## src/sv/srp_pkg.sv

```systemverilog
// Shared types, constants and command codes of the skyline rectangle placer.
// No dependencies.
package srp_pkg;

    localparam int MAX_SEGMENTS_DEF = 64;
    localparam int COORD_BITS_DEF   = 16;
    localparam int CFG_IDX_BITS     = 4;
    localparam int OP_BITS          = 5;

    localparam logic [CFG_IDX_BITS-1:0] REG_BIN_WIDTH  = 4'd0;
    localparam logic [CFG_IDX_BITS-1:0] REG_BIN_HEIGHT = 4'd1;

    localparam logic [31:0] BIN_RESET = 32'd1024;

    localparam logic [1:0] STATUS_OK    = 2'd0;
    localparam logic [1:0] STATUS_NOFIT = 2'd1;
    localparam logic [1:0] STATUS_FULL  = 2'd2;

    localparam logic [OP_BITS-1:0] OP_NONE      = 5'd0;
    localparam logic [OP_BITS-1:0] OP_TAKE      = 5'd1;
    localparam logic [OP_BITS-1:0] OP_CLEAR     = 5'd2;
    localparam logic [OP_BITS-1:0] OP_RES_NOFIT = 5'd3;
    localparam logic [OP_BITS-1:0] OP_RES_FULL  = 5'd4;
    localparam logic [OP_BITS-1:0] OP_OINIT     = 5'd5;
    localparam logic [OP_BITS-1:0] OP_CX_ZERO   = 5'd6;
    localparam logic [OP_BITS-1:0] OP_RD_CX     = 5'd7;
    localparam logic [OP_BITS-1:0] OP_CX_LOAD   = 5'd8;
    localparam logic [OP_BITS-1:0] OP_IINIT     = 5'd9;
    localparam logic [OP_BITS-1:0] OP_RD_I      = 5'd10;
    localparam logic [OP_BITS-1:0] OP_IDAT      = 5'd11;
    localparam logic [OP_BITS-1:0] OP_IACC      = 5'd12;
    localparam logic [OP_BITS-1:0] OP_WMUL      = 5'd13;
    localparam logic [OP_BITS-1:0] OP_WCMP      = 5'd14;
    localparam logic [OP_BITS-1:0] OP_JINIT     = 5'd15;
    localparam logic [OP_BITS-1:0] OP_RD_J      = 5'd16;
    localparam logic [OP_BITS-1:0] OP_JSTEP     = 5'd17;
    localparam logic [OP_BITS-1:0] OP_MINIT     = 5'd18;
    localparam logic [OP_BITS-1:0] OP_RD_M      = 5'd19;
    localparam logic [OP_BITS-1:0] OP_WR_M      = 5'd20;
    localparam logic [OP_BITS-1:0] OP_PUT       = 5'd21;
    localparam logic [OP_BITS-1:0] OP_LOAD_OUT  = 5'd22;

    typedef struct packed {
        logic        mode;
        logic [15:0] rect_width;
        logic [15:0] rect_height;
    } in_item_t;

    typedef struct packed {
        logic        placed;
        logic [15:0] x_pos;
        logic [15:0] y_pos;
        logic [1:0]  status;
    } out_item_t;

    typedef struct packed {
        logic [OP_BITS-1:0] op;
    } cmd_t;

    typedef struct packed {
        logic mode;
        logic w_zero;
        logic l_ge_cnt;
        logic l_zero;
        logic end_gt_bin;
        logic i_ge_cnt;
        logic reached;
        logic j_ge_cnt;
        logic j_le;
        logic found;
        logic k_zero;
        logic cnt_full;
        logic m_last;
    } sts_t;

endpackage

```

## src/sv/srp_datapath.sv

```systemverilog
// Datapath of the skyline placer: segment memory, scan counters, waste arithmetic,
// configuration and result registers. Depends on srp_pkg.
module srp_datapath #(
    parameter int MAX_SEGMENTS = srp_pkg::MAX_SEGMENTS_DEF,
    parameter int COORD_BITS   = srp_pkg::COORD_BITS_DEF
) (
    input  logic                            aclk,
    input  logic                            aresetn,
    input  srp_pkg::cmd_t                   cmd,
    output srp_pkg::sts_t                   sts,
    input  srp_pkg::in_item_t               s_data,
    input  logic                            cfg_valid,
    input  logic [srp_pkg::CFG_IDX_BITS-1:0] cfg_index,
    input  logic [15:0]                     cfg_data,
    output srp_pkg::out_item_t              m_data
);
    localparam int CW   = COORD_BITS;
    localparam int SEGB = $clog2(MAX_SEGMENTS);
    localparam int CNTB = $clog2(MAX_SEGMENTS + 1);
    localparam int AW   = 2 * CW + SEGB;
    localparam logic [CW-1:0] BIN_RESET_W = srp_pkg::BIN_RESET[CW-1:0];

    logic [CW-1:0] mem_right [MAX_SEGMENTS];
    logic [CW-1:0] mem_height [MAX_SEGMENTS];

    logic [CW-1:0]   bin_w_reg, bin_h_reg;
    logic [CNTB-1:0] cnt_reg, cnt_next;
    logic            mode_reg, mode_next;
    logic [CW-1:0]   w_reg, w_next, h_reg, h_next;
    logic [CNTB-1:0] l_reg, l_next, i_reg, i_next, j_reg, j_next;
    logic [CNTB-1:0] src_reg, src_next, dst_reg, dst_next, best_l_reg, best_l_next;
    logic            fwd_reg, fwd_next, reach_reg, reach_next, found_reg, found_next;
    logic [CW-1:0]   cx_reg, cx_next, prev_reg, prev_next, maxh_reg, maxh_next;
    logic [CW-1:0]   best_x_reg, best_x_next, best_y_reg, best_y_next;
    logic [2*CW-1:0] prod_reg, prod_next;
    logic [AW-1:0]   area_reg, area_next, best_waste_reg, best_waste_next;
    logic            res_placed_reg, res_placed_next;
    logic [CW-1:0]   res_x_reg, res_x_next, res_y_reg, res_y_next;
    logic [1:0]      res_status_reg, res_status_next;
    srp_pkg::out_item_t m_data_reg, m_data_next;

    logic [CW-1:0]   rd_right_reg, rd_height_reg;
    logic [SEGB-1:0] rd_addr, wr_addr;
    logic            wr_en;
    logic [CW-1:0]   wr_right, wr_height;

    logic [31:0]     cfg_ext, w_ext, h_ext, x_ext, y_ext;
    logic [CW:0]     end_w, best_end, fit_h;
    logic [CW-1:0]   seg_span, top_y;
    logic [AW-1:0]   waste;

    assign cfg_ext  = {16'b0, cfg_data};
    assign w_ext    = {16'b0, s_data.rect_width};
    assign h_ext    = {16'b0, s_data.rect_height};
    assign x_ext    = 32'(res_x_reg);
    assign y_ext    = 32'(res_y_reg);
    assign end_w    = {1'b0, cx_reg} + {1'b0, w_reg};
    assign best_end = {1'b0, best_x_reg} + {1'b0, w_reg};
    assign fit_h    = {1'b0, maxh_reg} + {1'b0, h_reg};
    assign seg_span = rd_right_reg - prev_reg;
    assign top_y    = best_y_reg + h_reg;
    assign waste    = AW'(prod_reg) - area_reg;

    assign sts.mode       = mode_reg;
    assign sts.w_zero     = (w_reg == '0);
    assign sts.l_ge_cnt   = (l_reg >= cnt_reg);
    assign sts.l_zero     = (l_reg == '0);
    assign sts.end_gt_bin = (end_w > {1'b0, bin_w_reg});
    assign sts.i_ge_cnt   = (i_reg >= cnt_reg);
    assign sts.reached    = reach_reg;
    assign sts.j_ge_cnt   = (j_reg >= cnt_reg);
    assign sts.j_le       = ({1'b0, rd_right_reg} <= best_end);
    assign sts.found      = found_reg;
    assign sts.k_zero     = (j_reg == best_l_reg);
    assign sts.cnt_full   = (cnt_reg >= CNTB'(MAX_SEGMENTS));
    assign sts.m_last     = fwd_reg ? ((src_reg + CNTB'(1)) == cnt_reg) : (src_reg == j_reg);

    always_comb begin
        case (cmd.op)
            srp_pkg::OP_RD_CX: rd_addr = SEGB'(l_reg - CNTB'(1));
            srp_pkg::OP_RD_I:  rd_addr = i_reg[SEGB-1:0];
            srp_pkg::OP_RD_J:  rd_addr = j_reg[SEGB-1:0];
            srp_pkg::OP_RD_M:  rd_addr = src_reg[SEGB-1:0];
            default:           rd_addr = '0;
        endcase
    end

    always_comb begin
        wr_en     = 1'b0;
        wr_addr   = '0;
        wr_right  = rd_right_reg;
        wr_height = rd_height_reg;
        case (cmd.op)
            srp_pkg::OP_CLEAR: begin
                wr_en     = 1'b1;
                wr_right  = bin_w_reg;
                wr_height = '0;
            end
            srp_pkg::OP_WR_M: begin
                wr_en   = 1'b1;
                wr_addr = dst_reg[SEGB-1:0];
            end
            srp_pkg::OP_PUT: begin
                wr_en     = 1'b1;
                wr_addr   = best_l_reg[SEGB-1:0];
                wr_right  = best_end[CW-1:0];
                wr_height = top_y;
            end
            default: begin
                wr_en = 1'b0;
            end
        endcase
    end

    always_ff @(posedge aclk) begin
        if (wr_en) begin
            mem_right[wr_addr]  <= wr_right;
            mem_height[wr_addr] <= wr_height;
        end
        rd_right_reg  <= mem_right[rd_addr];
        rd_height_reg <= mem_height[rd_addr];
    end

    always_comb begin
        cnt_next        = cnt_reg;
        mode_next       = mode_reg;
        w_next          = w_reg;
        h_next          = h_reg;
        l_next          = l_reg;
        i_next          = i_reg;
        j_next          = j_reg;
        src_next        = src_reg;
        dst_next        = dst_reg;
        best_l_next     = best_l_reg;
        fwd_next        = fwd_reg;
        reach_next      = reach_reg;
        found_next      = found_reg;
        cx_next         = cx_reg;
        prev_next       = prev_reg;
        maxh_next       = maxh_reg;
        best_x_next     = best_x_reg;
        best_y_next     = best_y_reg;
        prod_next       = prod_reg;
        area_next       = area_reg;
        best_waste_next = best_waste_reg;
        res_placed_next = res_placed_reg;
        res_x_next      = res_x_reg;
        res_y_next      = res_y_reg;
        res_status_next = res_status_reg;
        m_data_next     = m_data_reg;
        case (cmd.op)
            srp_pkg::OP_TAKE: begin
                mode_next = s_data.mode;
                w_next    = w_ext[CW-1:0];
                h_next    = h_ext[CW-1:0];
            end
            srp_pkg::OP_CLEAR: begin
                cnt_next        = CNTB'(1);
                res_placed_next = 1'b0;
                res_x_next      = '0;
                res_y_next      = '0;
                res_status_next = srp_pkg::STATUS_OK;
            end
            srp_pkg::OP_RES_NOFIT: begin
                res_placed_next = 1'b0;
                res_x_next      = '0;
                res_y_next      = '0;
                res_status_next = srp_pkg::STATUS_NOFIT;
            end
            srp_pkg::OP_RES_FULL: begin
                res_placed_next = 1'b0;
                res_x_next      = '0;
                res_y_next      = '0;
                res_status_next = srp_pkg::STATUS_FULL;
            end
            srp_pkg::OP_OINIT: begin
                l_next     = '0;
                found_next = 1'b0;
            end
            srp_pkg::OP_CX_ZERO: begin
                cx_next = '0;
            end
            srp_pkg::OP_CX_LOAD: begin
                cx_next = rd_right_reg;
            end
            srp_pkg::OP_IINIT: begin
                i_next    = l_reg;
                maxh_next = '0;
                area_next = '0;
                prev_next = cx_reg;
            end
            srp_pkg::OP_IDAT: begin
                if (rd_height_reg > maxh_reg) begin
                    maxh_next = rd_height_reg;
                end
                prod_next  = rd_height_reg * seg_span;
                prev_next  = rd_right_reg;
                reach_next = ({1'b0, rd_right_reg} >= end_w);
            end
            srp_pkg::OP_IACC: begin
                area_next = area_reg + AW'(prod_reg);
                i_next    = i_reg + CNTB'(1);
            end
            srp_pkg::OP_WMUL: begin
                prod_next = maxh_reg * (prev_reg - cx_reg);
            end
            srp_pkg::OP_WCMP: begin
                if (fit_h <= {1'b0, bin_h_reg} && (!found_reg || waste < best_waste_reg)) begin
                    found_next      = 1'b1;
                    best_waste_next = waste;
                    best_l_next     = l_reg;
                    best_x_next     = cx_reg;
                    best_y_next     = maxh_reg;
                end
                l_next = l_reg + CNTB'(1);
            end
            srp_pkg::OP_JINIT: begin
                j_next = best_l_reg;
            end
            srp_pkg::OP_JSTEP: begin
                if ({1'b0, rd_right_reg} <= best_end) begin
                    j_next = j_reg + CNTB'(1);
                end
            end
            srp_pkg::OP_MINIT: begin
                fwd_next = (j_reg != best_l_reg);
                if (j_reg != best_l_reg) begin
                    src_next = j_reg;
                    dst_next = best_l_reg + CNTB'(1);
                end else begin
                    src_next = cnt_reg - CNTB'(1);
                    dst_next = cnt_reg;
                end
            end
            srp_pkg::OP_WR_M: begin
                if (fwd_reg) begin
                    src_next = src_reg + CNTB'(1);
                    dst_next = dst_reg + CNTB'(1);
                end else begin
                    src_next = src_reg - CNTB'(1);
                    dst_next = dst_reg - CNTB'(1);
                end
            end
            srp_pkg::OP_PUT: begin
                cnt_next        = cnt_reg - j_reg + best_l_reg + CNTB'(1);
                res_placed_next = 1'b1;
                res_x_next      = best_x_reg;
                res_y_next      = best_y_reg;
                res_status_next = srp_pkg::STATUS_OK;
            end
            srp_pkg::OP_LOAD_OUT: begin
                m_data_next.placed   = res_placed_reg;
                m_data_next.x_pos    = x_ext[15:0];
                m_data_next.y_pos    = y_ext[15:0];
                m_data_next.status   = res_status_reg;
            end
            default: begin
                cnt_next = cnt_reg;
            end
        endcase
    end

    always_ff @(posedge aclk) begin
        if (!aresetn) begin
            bin_w_reg <= BIN_RESET_W;
            bin_h_reg <= BIN_RESET_W;
            cnt_reg   <= CNTB'(1);
        end else begin
            if (cfg_valid && cfg_index == srp_pkg::REG_BIN_WIDTH) begin
                bin_w_reg <= cfg_ext[CW-1:0];
            end
            if (cfg_valid && cfg_index == srp_pkg::REG_BIN_HEIGHT) begin
                bin_h_reg <= cfg_ext[CW-1:0];
            end
            cnt_reg <= cnt_next;
        end
    end

    always_ff @(posedge aclk) begin
        mode_reg       <= mode_next;
        w_reg          <= w_next;
        h_reg          <= h_next;
        l_reg          <= l_next;
        i_reg          <= i_next;
        j_reg          <= j_next;
        src_reg        <= src_next;
        dst_reg        <= dst_next;
        best_l_reg     <= best_l_next;
        fwd_reg        <= fwd_next;
        reach_reg      <= reach_next;
        found_reg      <= found_next;
        cx_reg         <= cx_next;
        prev_reg       <= prev_next;
        maxh_reg       <= maxh_next;
        best_x_reg     <= best_x_next;
        best_y_reg     <= best_y_next;
        prod_reg       <= prod_next;
        area_reg       <= area_next;
        best_waste_reg <= best_waste_next;
        res_placed_reg <= res_placed_next;
        res_x_reg      <= res_x_next;
        res_y_reg      <= res_y_next;
        res_status_reg <= res_status_next;
        m_data_reg     <= m_data_next;
    end

    assign m_data = m_data_reg;

endmodule

```

## src/sv/srp_controller.sv

```systemverilog
// Sequencer of the skyline placer: steps the datapath through scan, shift and update.
// Owns the input and result handshakes. Depends on srp_pkg.
module srp_controller (
    input  logic          aclk,
    input  logic          aresetn,
    input  logic          s_valid,
    output logic          s_ready,
    output logic          m_valid,
    input  logic          m_ready,
    output srp_pkg::cmd_t cmd,
    input  srp_pkg::sts_t sts
);
    localparam logic [4:0] ST_INIT   = 5'd0;
    localparam logic [4:0] ST_IDLE   = 5'd1;
    localparam logic [4:0] ST_DISP   = 5'd2;
    localparam logic [4:0] ST_CLR    = 5'd3;
    localparam logic [4:0] ST_FAIL   = 5'd4;
    localparam logic [4:0] ST_OINIT  = 5'd5;
    localparam logic [4:0] ST_OTOP   = 5'd6;
    localparam logic [4:0] ST_OCX    = 5'd7;
    localparam logic [4:0] ST_OCHK   = 5'd8;
    localparam logic [4:0] ST_IRD    = 5'd9;
    localparam logic [4:0] ST_IDAT   = 5'd10;
    localparam logic [4:0] ST_IACC   = 5'd11;
    localparam logic [4:0] ST_WMUL   = 5'd12;
    localparam logic [4:0] ST_WCMP   = 5'd13;
    localparam logic [4:0] ST_DECIDE = 5'd14;
    localparam logic [4:0] ST_JRD    = 5'd15;
    localparam logic [4:0] ST_JDAT   = 5'd16;
    localparam logic [4:0] ST_JCHK   = 5'd17;
    localparam logic [4:0] ST_MRD    = 5'd18;
    localparam logic [4:0] ST_MWR    = 5'd19;
    localparam logic [4:0] ST_PUT    = 5'd20;
    localparam logic [4:0] ST_DONE   = 5'd21;

    logic [4:0] state_reg, state_next;
    logic       m_valid_reg, m_valid_next;
    logic       out_free;

    assign out_free = !m_valid_reg || m_ready;
    assign s_ready  = (state_reg == ST_IDLE);
    assign m_valid  = m_valid_reg;

    always_comb begin
        state_next = state_reg;
        cmd.op     = srp_pkg::OP_NONE;
        case (state_reg)
            ST_INIT: begin
                cmd.op     = srp_pkg::OP_CLEAR;
                state_next = ST_IDLE;
            end
            ST_IDLE: begin
                if (s_valid) begin
                    cmd.op     = srp_pkg::OP_TAKE;
                    state_next = ST_DISP;
                end
            end
            ST_DISP: begin
                if (!sts.mode) begin
                    state_next = ST_CLR;
                end else if (sts.w_zero) begin
                    state_next = ST_FAIL;
                end else begin
                    state_next = ST_OINIT;
                end
            end
            ST_CLR: begin
                cmd.op     = srp_pkg::OP_CLEAR;
                state_next = ST_DONE;
            end
            ST_FAIL: begin
                cmd.op     = srp_pkg::OP_RES_NOFIT;
                state_next = ST_DONE;
            end
            ST_OINIT: begin
                cmd.op     = srp_pkg::OP_OINIT;
                state_next = ST_OTOP;
            end
            ST_OTOP: begin
                if (sts.l_ge_cnt) begin
                    state_next = ST_DECIDE;
                end else if (sts.l_zero) begin
                    cmd.op     = srp_pkg::OP_CX_ZERO;
                    state_next = ST_OCHK;
                end else begin
                    cmd.op     = srp_pkg::OP_RD_CX;
                    state_next = ST_OCX;
                end
            end
            ST_OCX: begin
                cmd.op     = srp_pkg::OP_CX_LOAD;
                state_next = ST_OCHK;
            end
            ST_OCHK: begin
                if (sts.end_gt_bin) begin
                    state_next = ST_DECIDE;
                end else begin
                    cmd.op     = srp_pkg::OP_IINIT;
                    state_next = ST_IRD;
                end
            end
            ST_IRD: begin
                if (sts.i_ge_cnt) begin
                    state_next = ST_DECIDE;
                end else begin
                    cmd.op     = srp_pkg::OP_RD_I;
                    state_next = ST_IDAT;
                end
            end
            ST_IDAT: begin
                cmd.op     = srp_pkg::OP_IDAT;
                state_next = ST_IACC;
            end
            ST_IACC: begin
                cmd.op     = srp_pkg::OP_IACC;
                state_next = sts.reached ? ST_WMUL : ST_IRD;
            end
            ST_WMUL: begin
                cmd.op     = srp_pkg::OP_WMUL;
                state_next = ST_WCMP;
            end
            ST_WCMP: begin
                cmd.op     = srp_pkg::OP_WCMP;
                state_next = ST_OTOP;
            end
            ST_DECIDE: begin
                if (!sts.found) begin
                    cmd.op     = srp_pkg::OP_RES_NOFIT;
                    state_next = ST_DONE;
                end else begin
                    cmd.op     = srp_pkg::OP_JINIT;
                    state_next = ST_JRD;
                end
            end
            ST_JRD: begin
                if (sts.j_ge_cnt) begin
                    state_next = ST_JCHK;
                end else begin
                    cmd.op     = srp_pkg::OP_RD_J;
                    state_next = ST_JDAT;
                end
            end
            ST_JDAT: begin
                cmd.op     = srp_pkg::OP_JSTEP;
                state_next = sts.j_le ? ST_JRD : ST_JCHK;
            end
            ST_JCHK: begin
                if (sts.k_zero && sts.cnt_full) begin
                    cmd.op     = srp_pkg::OP_RES_FULL;
                    state_next = ST_DONE;
                end else if (!sts.j_ge_cnt) begin
                    cmd.op     = srp_pkg::OP_MINIT;
                    state_next = ST_MRD;
                end else begin
                    state_next = ST_PUT;
                end
            end
            ST_MRD: begin
                cmd.op     = srp_pkg::OP_RD_M;
                state_next = ST_MWR;
            end
            ST_MWR: begin
                cmd.op     = srp_pkg::OP_WR_M;
                state_next = sts.m_last ? ST_PUT : ST_MRD;
            end
            ST_PUT: begin
                cmd.op     = srp_pkg::OP_PUT;
                state_next = ST_DONE;
            end
            ST_DONE: begin
                if (out_free) begin
                    cmd.op     = srp_pkg::OP_LOAD_OUT;
                    state_next = ST_IDLE;
                end
            end
            default: begin
                state_next = ST_INIT;
            end
        endcase
    end

    always_comb begin
        m_valid_next = m_valid_reg;
        if (state_reg == ST_DONE && out_free) begin
            m_valid_next = 1'b1;
        end else if (m_ready) begin
            m_valid_next = 1'b0;
        end
    end

    always_ff @(posedge aclk) begin
        if (!aresetn) begin
            state_reg   <= ST_INIT;
            m_valid_reg <= 1'b0;
        end else begin
            state_reg   <= state_next;
            m_valid_reg <= m_valid_next;
        end
    end

endmodule

```

## src/sv/skyline_rect_placer_unit.sv

```systemverilog
// Top level of the skyline rectangle placer: controller plus datapath.
// Depends on srp_pkg, srp_controller and srp_datapath.
//
// Input channel s_valid/s_ready/s_data carries one item: mode 0 clears the
// skyline to one flat segment of bin_width, mode 1 places a rectangle.
// Each item gives one result on m_valid/m_ready/m_data: placed, x_pos, y_pos
// and status (ok, no fitting position, segment store full).
// Configuration cfg_valid/cfg_ready/cfg_index/cfg_data writes bin_width
// (index 0) and bin_height (index 1); cfg_ready is always high.
// Items are taken one at a time. A place item first scans the tried left edges
// over the segments that each covers, then searches for the cut and moves
// segments; the segment memory has a single read port.
// After reset the flat segment is written, during which s_ready is low.
// The finished result sits in an output register; while the receiver stalls
// the next item is taken and worked on, and its result waits until the
// register frees.
module skyline_rect_placer_unit #(
    parameter int MAX_SEGMENTS = srp_pkg::MAX_SEGMENTS_DEF,
    parameter int COORD_BITS   = srp_pkg::COORD_BITS_DEF
) (
    input  logic                             aclk,
    input  logic                             aresetn,
    input  logic                             s_valid,
    output logic                             s_ready,
    input  srp_pkg::in_item_t                s_data,
    output logic                             m_valid,
    input  logic                             m_ready,
    output srp_pkg::out_item_t               m_data,
    input  logic                             cfg_valid,
    output logic                             cfg_ready,
    input  logic [srp_pkg::CFG_IDX_BITS-1:0] cfg_index,
    input  logic [15:0]                      cfg_data
);
    srp_pkg::cmd_t cmd;
    srp_pkg::sts_t sts;

    assign cfg_ready = 1'b1;

    srp_controller u_ctrl (
        .aclk    (aclk),
        .aresetn (aresetn),
        .s_valid (s_valid),
        .s_ready (s_ready),
        .m_valid (m_valid),
        .m_ready (m_ready),
        .cmd     (cmd),
        .sts     (sts)
    );

    srp_datapath #(
        .MAX_SEGMENTS (MAX_SEGMENTS),
        .COORD_BITS   (COORD_BITS)
    ) u_dp (
        .aclk      (aclk),
        .aresetn   (aresetn),
        .cmd       (cmd),
        .sts       (sts),
        .s_data    (s_data),
        .cfg_valid (cfg_valid),
        .cfg_index (cfg_index),
        .cfg_data  (cfg_data),
        .m_data    (m_data)
    );

    a_take_blocks: assert property (@(posedge aclk) disable iff (!aresetn)
        (s_valid && s_ready) |=> !s_ready)
        else $error("input taken twice in a row");

    a_result_idle: assert property (@(posedge aclk) disable iff (!aresetn)
        $rose(m_valid) |-> s_ready)
        else $error("result loaded without return to idle");

    a_reset_init: assert property (@(posedge aclk)
        !aresetn |=> !s_ready)
        else $error("input ready during initial clear");

    a_take_op: assert property (@(posedge aclk) disable iff (!aresetn)
        (s_valid && s_ready) |-> (cmd.op == srp_pkg::OP_TAKE))
        else $error("accepted item not latched");

endmodule
```

## config.mk

```make
export PLATFORM = sky130hd
export DESIGN_NAME = skyline_rect_placer_unit
export DESIGN_NICKNAME = d
export VERILOG_FILES = /design/src/sv/srp_pkg.sv /design/src/sv/srp_datapath.sv /design/src/sv/srp_controller.sv /design/src/sv/skyline_rect_placer_unit.sv
export SDC_FILE = /design/constraint.sdc
export NUM_CORES = 2
export LEC_CHECK = 0
export BUFFER_PORTS_ARGS = -buffer_cell sky130_fd_sc_hd__buf_2
export CAP_MARGIN = 15
export CORE_MARGIN = 2
export CORE_UTILIZATION = 55
export DETAILED_ROUTE_END_ITERATION = 16
export PLACE_DENSITY = 0.81
export SYNTH_ARGS = -nofsm -noshare
export SYNTH_HDL_FRONTEND = slang
export SYNTH_SLANG_ARGS = --single-unit
```

## constraint.sdc

```tcl
create_clock -name aclk -period 10.5 [get_ports aclk]
set_clock_uncertainty 0.15 [all_clocks]
set_input_delay 1.575 -clock aclk [delete_from_list [all_inputs] [get_ports aclk]]
set_output_delay 1.575 -clock aclk [all_outputs]
set_load 0.02 [all_outputs]
```

Word-level counts from Yosys, hierarchy flattened
Memories as Yosys holds them, arrays and structs flattened. A register that Yosys moved wholly into a read port is not among the register bits.
Index checks and enable logic that the tools add are counted.
Widths: inputs -> output; s select.

storage, ports and cells
  RAM bits = 2,048
  memories kept = 2
  flip-flop bits (word level) = 381
  output and inout bits = 38

memories
  name             words  bits a word  read ports  clocked after memory_dff  write ports  RTL line            RTL
  u_dp.mem_height  64     16           1           1                         1            srp_datapath.sv:24  logic [CW-1:0] mem_height [MAX_SEGMENTS];
  u_dp.mem_right   64     16           1           1                         1            srp_datapath.sv:23  logic [CW-1:0] mem_right [MAX_SEGMENTS];

cells by class
  add/sub/neg operators = 21
  multipliers = 2
  equality and inequality tests = 53
  reduce and logical (&&, ||, !) cells = 35
  multiplexer cells = 60
  order comparisons = 10

operators by type and width
  kind                 count
  $pmux 16 s2          7
  $pmux 5 s20          1
  $pmux 5 s19          1
  $pmux 7 s2           6
  $eq 5x4->1 const B   16
  $pmux 38 s2          1
  $eq 5x5->1 const B   13
  $pmux 32 s2          1
  $mux 5               12
  $add 16x16->17       3
  $add 7x1->7 const B  7
  $eq 5x3->1 const B   8
  $add 38x32->38       1
  $lt 38x38->1         1
  $sub 32x38->38       1
  $mux 7               5
  $mul 16x16->32       1
  $mul 16x32->32       1
  $pmux 6 s4           1
  $eq 7x7->1           3
  $ge 7x7->1           3
  $sub 7x1->7 const B  3
  $eq 5x2->1 const B   4
  $reduce_bool 2->1    10
  35 further kinds     71

Depth between registers and ports, before layout
  depth after elaboration = 9
  depth in mapped cells = 36

Modules after synthesis
Synthesis repeated with hierarchy kept, for this count alone.

second synthesis, totals
  cell total of the unflattened synthesis = 11,175
  area, all modules = 127,782.6 sq um

by module, submodules not included
  module                    area an instance (sq um)  instances  sequential area each (sq um)  cells an instance
  srp_datapath              126,905.5                 1          72,980.0                      11,042
  srp_controller            865.8                     1          120.1                         131
  skyline_rect_placer_unit  11.3                      1          0.0                           2

Worst setup path after synthesis
OpenSTA, ideal clock, no wires.

  kind = register -> register
  from = reg u_dp.maxh_reg[0]
  to = reg u_dp.best_l_reg[0] (enable)
  data required time = 9.699 ns
  path slack = -0.268 ns
  clock period less this slack = 10.768 ns
  data arrival time = 9.967 ns
  stages on the path, launching flop included = 23
  cell sequence = edfxtp_1 > ha_1 > fa_1 > a21o_1 > a21oi_1 > o21bai_1 > a31o_2 > a41oi_1 > nor4b_1 > nor2_1 > a21o_1 > a21oi_1 > xnor2_1 > ha_1 > nand4_1 > nor2_1 > nand3_1 > nor3_1 > nand2_1 > o21ai_0 > a31oi_1 > a2111o_1 > a311oi_1

between the ends
  cells in the longest elaborated chain, start to end = 4

RTL lines
  element                            RTL line             RTL
  start: declaration                 srp_datapath.sv:33   logic [CW-1:0] cx_reg, cx_next, prev_reg, prev_next, maxh_reg, maxh_next;
  start signal: assignment           srp_datapath.sv:294  maxh_reg <= maxh_next;
  $add 16x16->17                     srp_datapath.sv:59   assign fit_h = {1'b0, maxh_reg} + {1'b0, h_reg};
  $le 17x16->1                       srp_datapath.sv:208  if (fit_h <= {1'b0, bin_h_reg} && (!found_reg || waste < best_waste_reg)) begin
  $logic_and 1x1->1                  srp_datapath.sv:208
  $reduce_and 2->1 (no source line)  -
  end signal: assignment             srp_datapath.sv:288  best_l_reg <= best_l_next;
  end: declaration                   srp_datapath.sv:31   logic [CNTB-1:0] src_reg, src_next, dst_reg, dst_next, best_l_reg, best_l_next;

Every way passes these cells.
A chain may end at the register's enable or synchronous reset.

Worst setup path after layout
  from = reg u_dp.prev_reg[1]
  to = reg u_dp.prod_reg[31] (data pin)

between the ends
  cells in the longest elaborated chain, start to end = 3

RTL lines
  element                                           RTL line                                  RTL
  start: declaration                                srp_datapath.sv:33
  start signal: assignment                          srp_datapath.sv:293                       prev_reg <= prev_next;
  $sub 16x16->17 or $sub 16x16->16 (tied branches)  srp_datapath.sv:205, srp_datapath.sv:60
  $mul 16x32->32 or $mul 16x16->32 (tied branches)  srp_datapath.sv:205, srp_datapath.sv:196
  $pmux 32 s2 (*)                                   srp_datapath.sv:151                       case (cmd.op)
  named net u_dp.prod_next[31]                      srp_datapath.sv:35                        logic [2*CW-1:0] prod_reg, prod_next;
  end signal: assignment                            srp_datapath.sv:297                       prod_reg <= prod_next;
  end: declaration                                  srp_datapath.sv:35

The timed path passes the listed nets; every way through them passes the cells marked *.

==> flow_summary.json <==
{
  "drive_gt1_share_pct": 8.10,
  "crit_slowest_cell": "o31ai_1",
  "status": "finished clean",
  "synth_cells": 10700,
  "slew_viol_final": 0,
  "synth_top_family_by_area": "simple AND/OR/NAND/NOR gates",
  "grt_overflow": 0,
  "clock_path_buffers": 3,
  "ys_types": 84,
  "path_common_cell": "fa_1",
  "finalWirelength_um": 386000,
  "layout_setup_ws_ns": 0.690,
  "synthAdderAreaFrac_pct": 12.5,
  "worst-setup-path-type": "reg2reg",
  "layout_common_cells": "edfxtp_1, nand2_1, inv_1, nand3_1, ha_1",
  "htree_levels": 4,
  "synthMuxAreaShare_pct": 0.415,
  "cts_tree": "yes",
  "cpPeakStageDelay_ns": 0.64,
  "seq_area_frac_synth_pct": 58.0,
  "grt_pass1_vias": 89200,
  "cp.arrival_ns": 10.22,
  "portBuffers": 94,
  "cp-start-kind": "register",
  "stdcell_area_sq_mm": 0.139,
  "worst_pin_slew_ns": 1.35,
  "dr.first_iter.drc_count": 13200,
  "relSlewSlack_pct": 9.46,
  "clk_pin_slew_ns": 0.06,
  "grt_pass1_wl_um": 564000,
  "top_regs": "u_dp.mem_height x1024, u_dp.mem_right x1024",
  "dp_slack_ns": 0.940,
  "antenna_found_initial": 53,
  "die_y_um": 483,
  "hpwl_um": 242000,
  "crit_path_max_fanout": 16,
  "post_cts_buffers": 0,
  "synth_compound_area_share_pct": 8.55,
  "hold_class": "reg2reg",
  "period_minus_slack_ns": 9.81,
  "rows": 175,
  "regToRegSetupSlack_ns": 0.69,
  "ys.flop_type": "edfxtp_1",
  "placedInstanceArea_sq_mm": 0.131,
  "synth-seq-cells": 2460,
  "ctsRootBufferMaster": "clkbuf_16",
  "ctsResizeCount": 0,
  "setup_viol": 0,
  "final_nets": 11700,
  "hold_path.startpoint": "u_dp.res_y_reg[14]$_SDFFCE_PN0P_",
  "io_pins": 96,
  "viasPerCell": 6.47,
  "synth-edff-count": 2383,
  "cp.required_ns": 10.91,
  "drc": 0,
  "antenna_left": 0,
  "syn_to_final_growth_pct": 10.4,
  "ys_warn_count": 0,
  "first_pass_iters": 7,
  "wl_per_cell_um": 27.7,
  "ys_async_sr_fraction_pct": 0,
  "cts_made_buffers": 235,
  "hold_viol_final": 0,
  "syn-num-nets": 11700,
  "fillCellCount": 16600,
  "cts_sinks": 2460,
  "worstSkewPairLatency_ns": 0.92,
  "crit_start": "u_dp.prev_reg[1]$_DFFE_PP_",
  "via_count": 90300,
  "synth_area_sq_mm": 0.126,
  "start_util_pct": 55.4,
  "yosys.area_share.simple_pct": 14.6,
  "rsz0062_at_grt": "no",
  "maxCapViolCount": 0,
  "coreArea_sq_mm": 0.227,
  "syn_area_per_cell_sq_um": 11.8,
  "min_period_over_period_pct": 93.4,
  "synth_xor_area_share_pct": 1.79,
  "grt_usage_pct": 32.6,
  "fin_tns_setup_ns": 0,
  "worstReg2RegStart": "u_dp.prev_reg[1]$_DFFE_PP_",
  "grt_max_degree": 164,
  "die_area_sq_mm": 0.233,
  "end_kind": "register",
  "clock.fmax_ghz": 0.102,
  "postCtsHoldBufs": 0,
  "die_w_um": 483,
  "globalplace.congestion": 0.985,
  "final_common_cell": "edfxtp_1"
}
Yosys cell counts, drive strengths merged (35+ instances only):
cell / number / area [sq um]
edfxtp: 2383 / 71600
nand2: 2141 / 8040
inv: 804 / 3020
nand3: 654 / 3270
ha: 489 / 6120
fa: 479 / 9590
clkbuf: 458 / 1720
nor2: 307 / 1150
a21oi: 289 / 1450
and3: 283 / 1770
a311oi: 282 / 2470
a211oi: 234 / 1760
and2: 216 / 1350
o21ai: 208 / 1040
xnor2: 173 / 1520
buf: 133 / 581
nor3: 100 / 527
a31oi: 85 / 532
xor2: 85 / 744
dfxtp: 77 / 1540
a21o: 76 / 571
nor2b: 74 / 463
nand4: 64 / 400
nand2b: 53 / 332
nor4: 52 / 340
mux2i: 50 / 500
o31ai: 45 / 338
o21a: 42 / 315
o21bai: 35 / 263
cells by family (layout without fill, tap and decap cells):
logic type	after synthesis	count (layout)
simple gates	4035	4035
flops	2460	2460
compound gates	1534	1534
buf+inv	1395	1610
fa+ha+maj	968	968
xor+xnor	258	258
mux	51	51
other cells	1	32
stage by stage:
step / hold WS, ns / cells / utilization [%]
after floorplan: 0.250 / 10700 / -
after global placement: 0.251 / 13500 / 57.7
after detailed placement: 0.255 / 13500 / 57.7
after CTS: 0.270 / 13900 / 61.1
after global routing: 0.274 / 14000 / 61.2
final: 0.271 / 14000 / 61.2
final timing paths:
path | end | depth (start not counted)
hold reg to reg | u_dp.m_data[16]$_DFFE_PN_ | 0
setup reg to reg | u_dp.prod_reg[31]$_DFFE_PP_ | 31
setup / recovery | u_dp.prod_reg[31]$_DFFE_PP_ | 31
hold / removal | u_dp.m_data[16]$_DFFE_PN_ | 0
critical path, delay by kind of cell (launching register included):
kind / cells / cell delay, ns
AO/OA/AOI/OAI: 12 / 3.19
XOR/XNOR: 1 / 0.14
adder cells (fa/ha/maj): 8 / 3.45
buffers and inverters: 3 / 0.27
flip-flops: 1 / 0.40
multiplexers: 1 / 0.09
AND/OR/NAND/NOR: 6 / 1.75
cell type report:
| type | instances | area (sq um) | area share [%] |
|---|---|---|---|
| antenna | 31 | 77.6 | 0.0558 |
| multi-input combinational | 6847 | 48700 | 35.0 |
| timing repair buffer | 368 | 2670 | 1.92 |
| tap | 3009 | 3760 | 2.71 |
| clock inverter | 149 | 1660 | 1.19 |
| sequential | 2460 | 73100 | 52.5 |
| clock buffer | 289 | 6200 | 4.45 |
| inverter | 804 | 3020 | 2.17 |
per-layer routing:
| metal | track usage (%) | vias to the layer above | share of wire [%] |
|---|---|---|---|
| met1 | 41.2 | 44000 | 34 |
| met4 | 20.6 | 34 | 7.1 |
| met5 | 0 | - | 0.061 |
| met3 | 8.40 | 1370 | 13 |
| li1 | - | 38300 | - |
| met2 | 50.3 | 6719 | 45 |
Power is left out: the tool's default activity adds up to more than one toggle a clock period on the data nets, which glitch-free logic cannot reach.
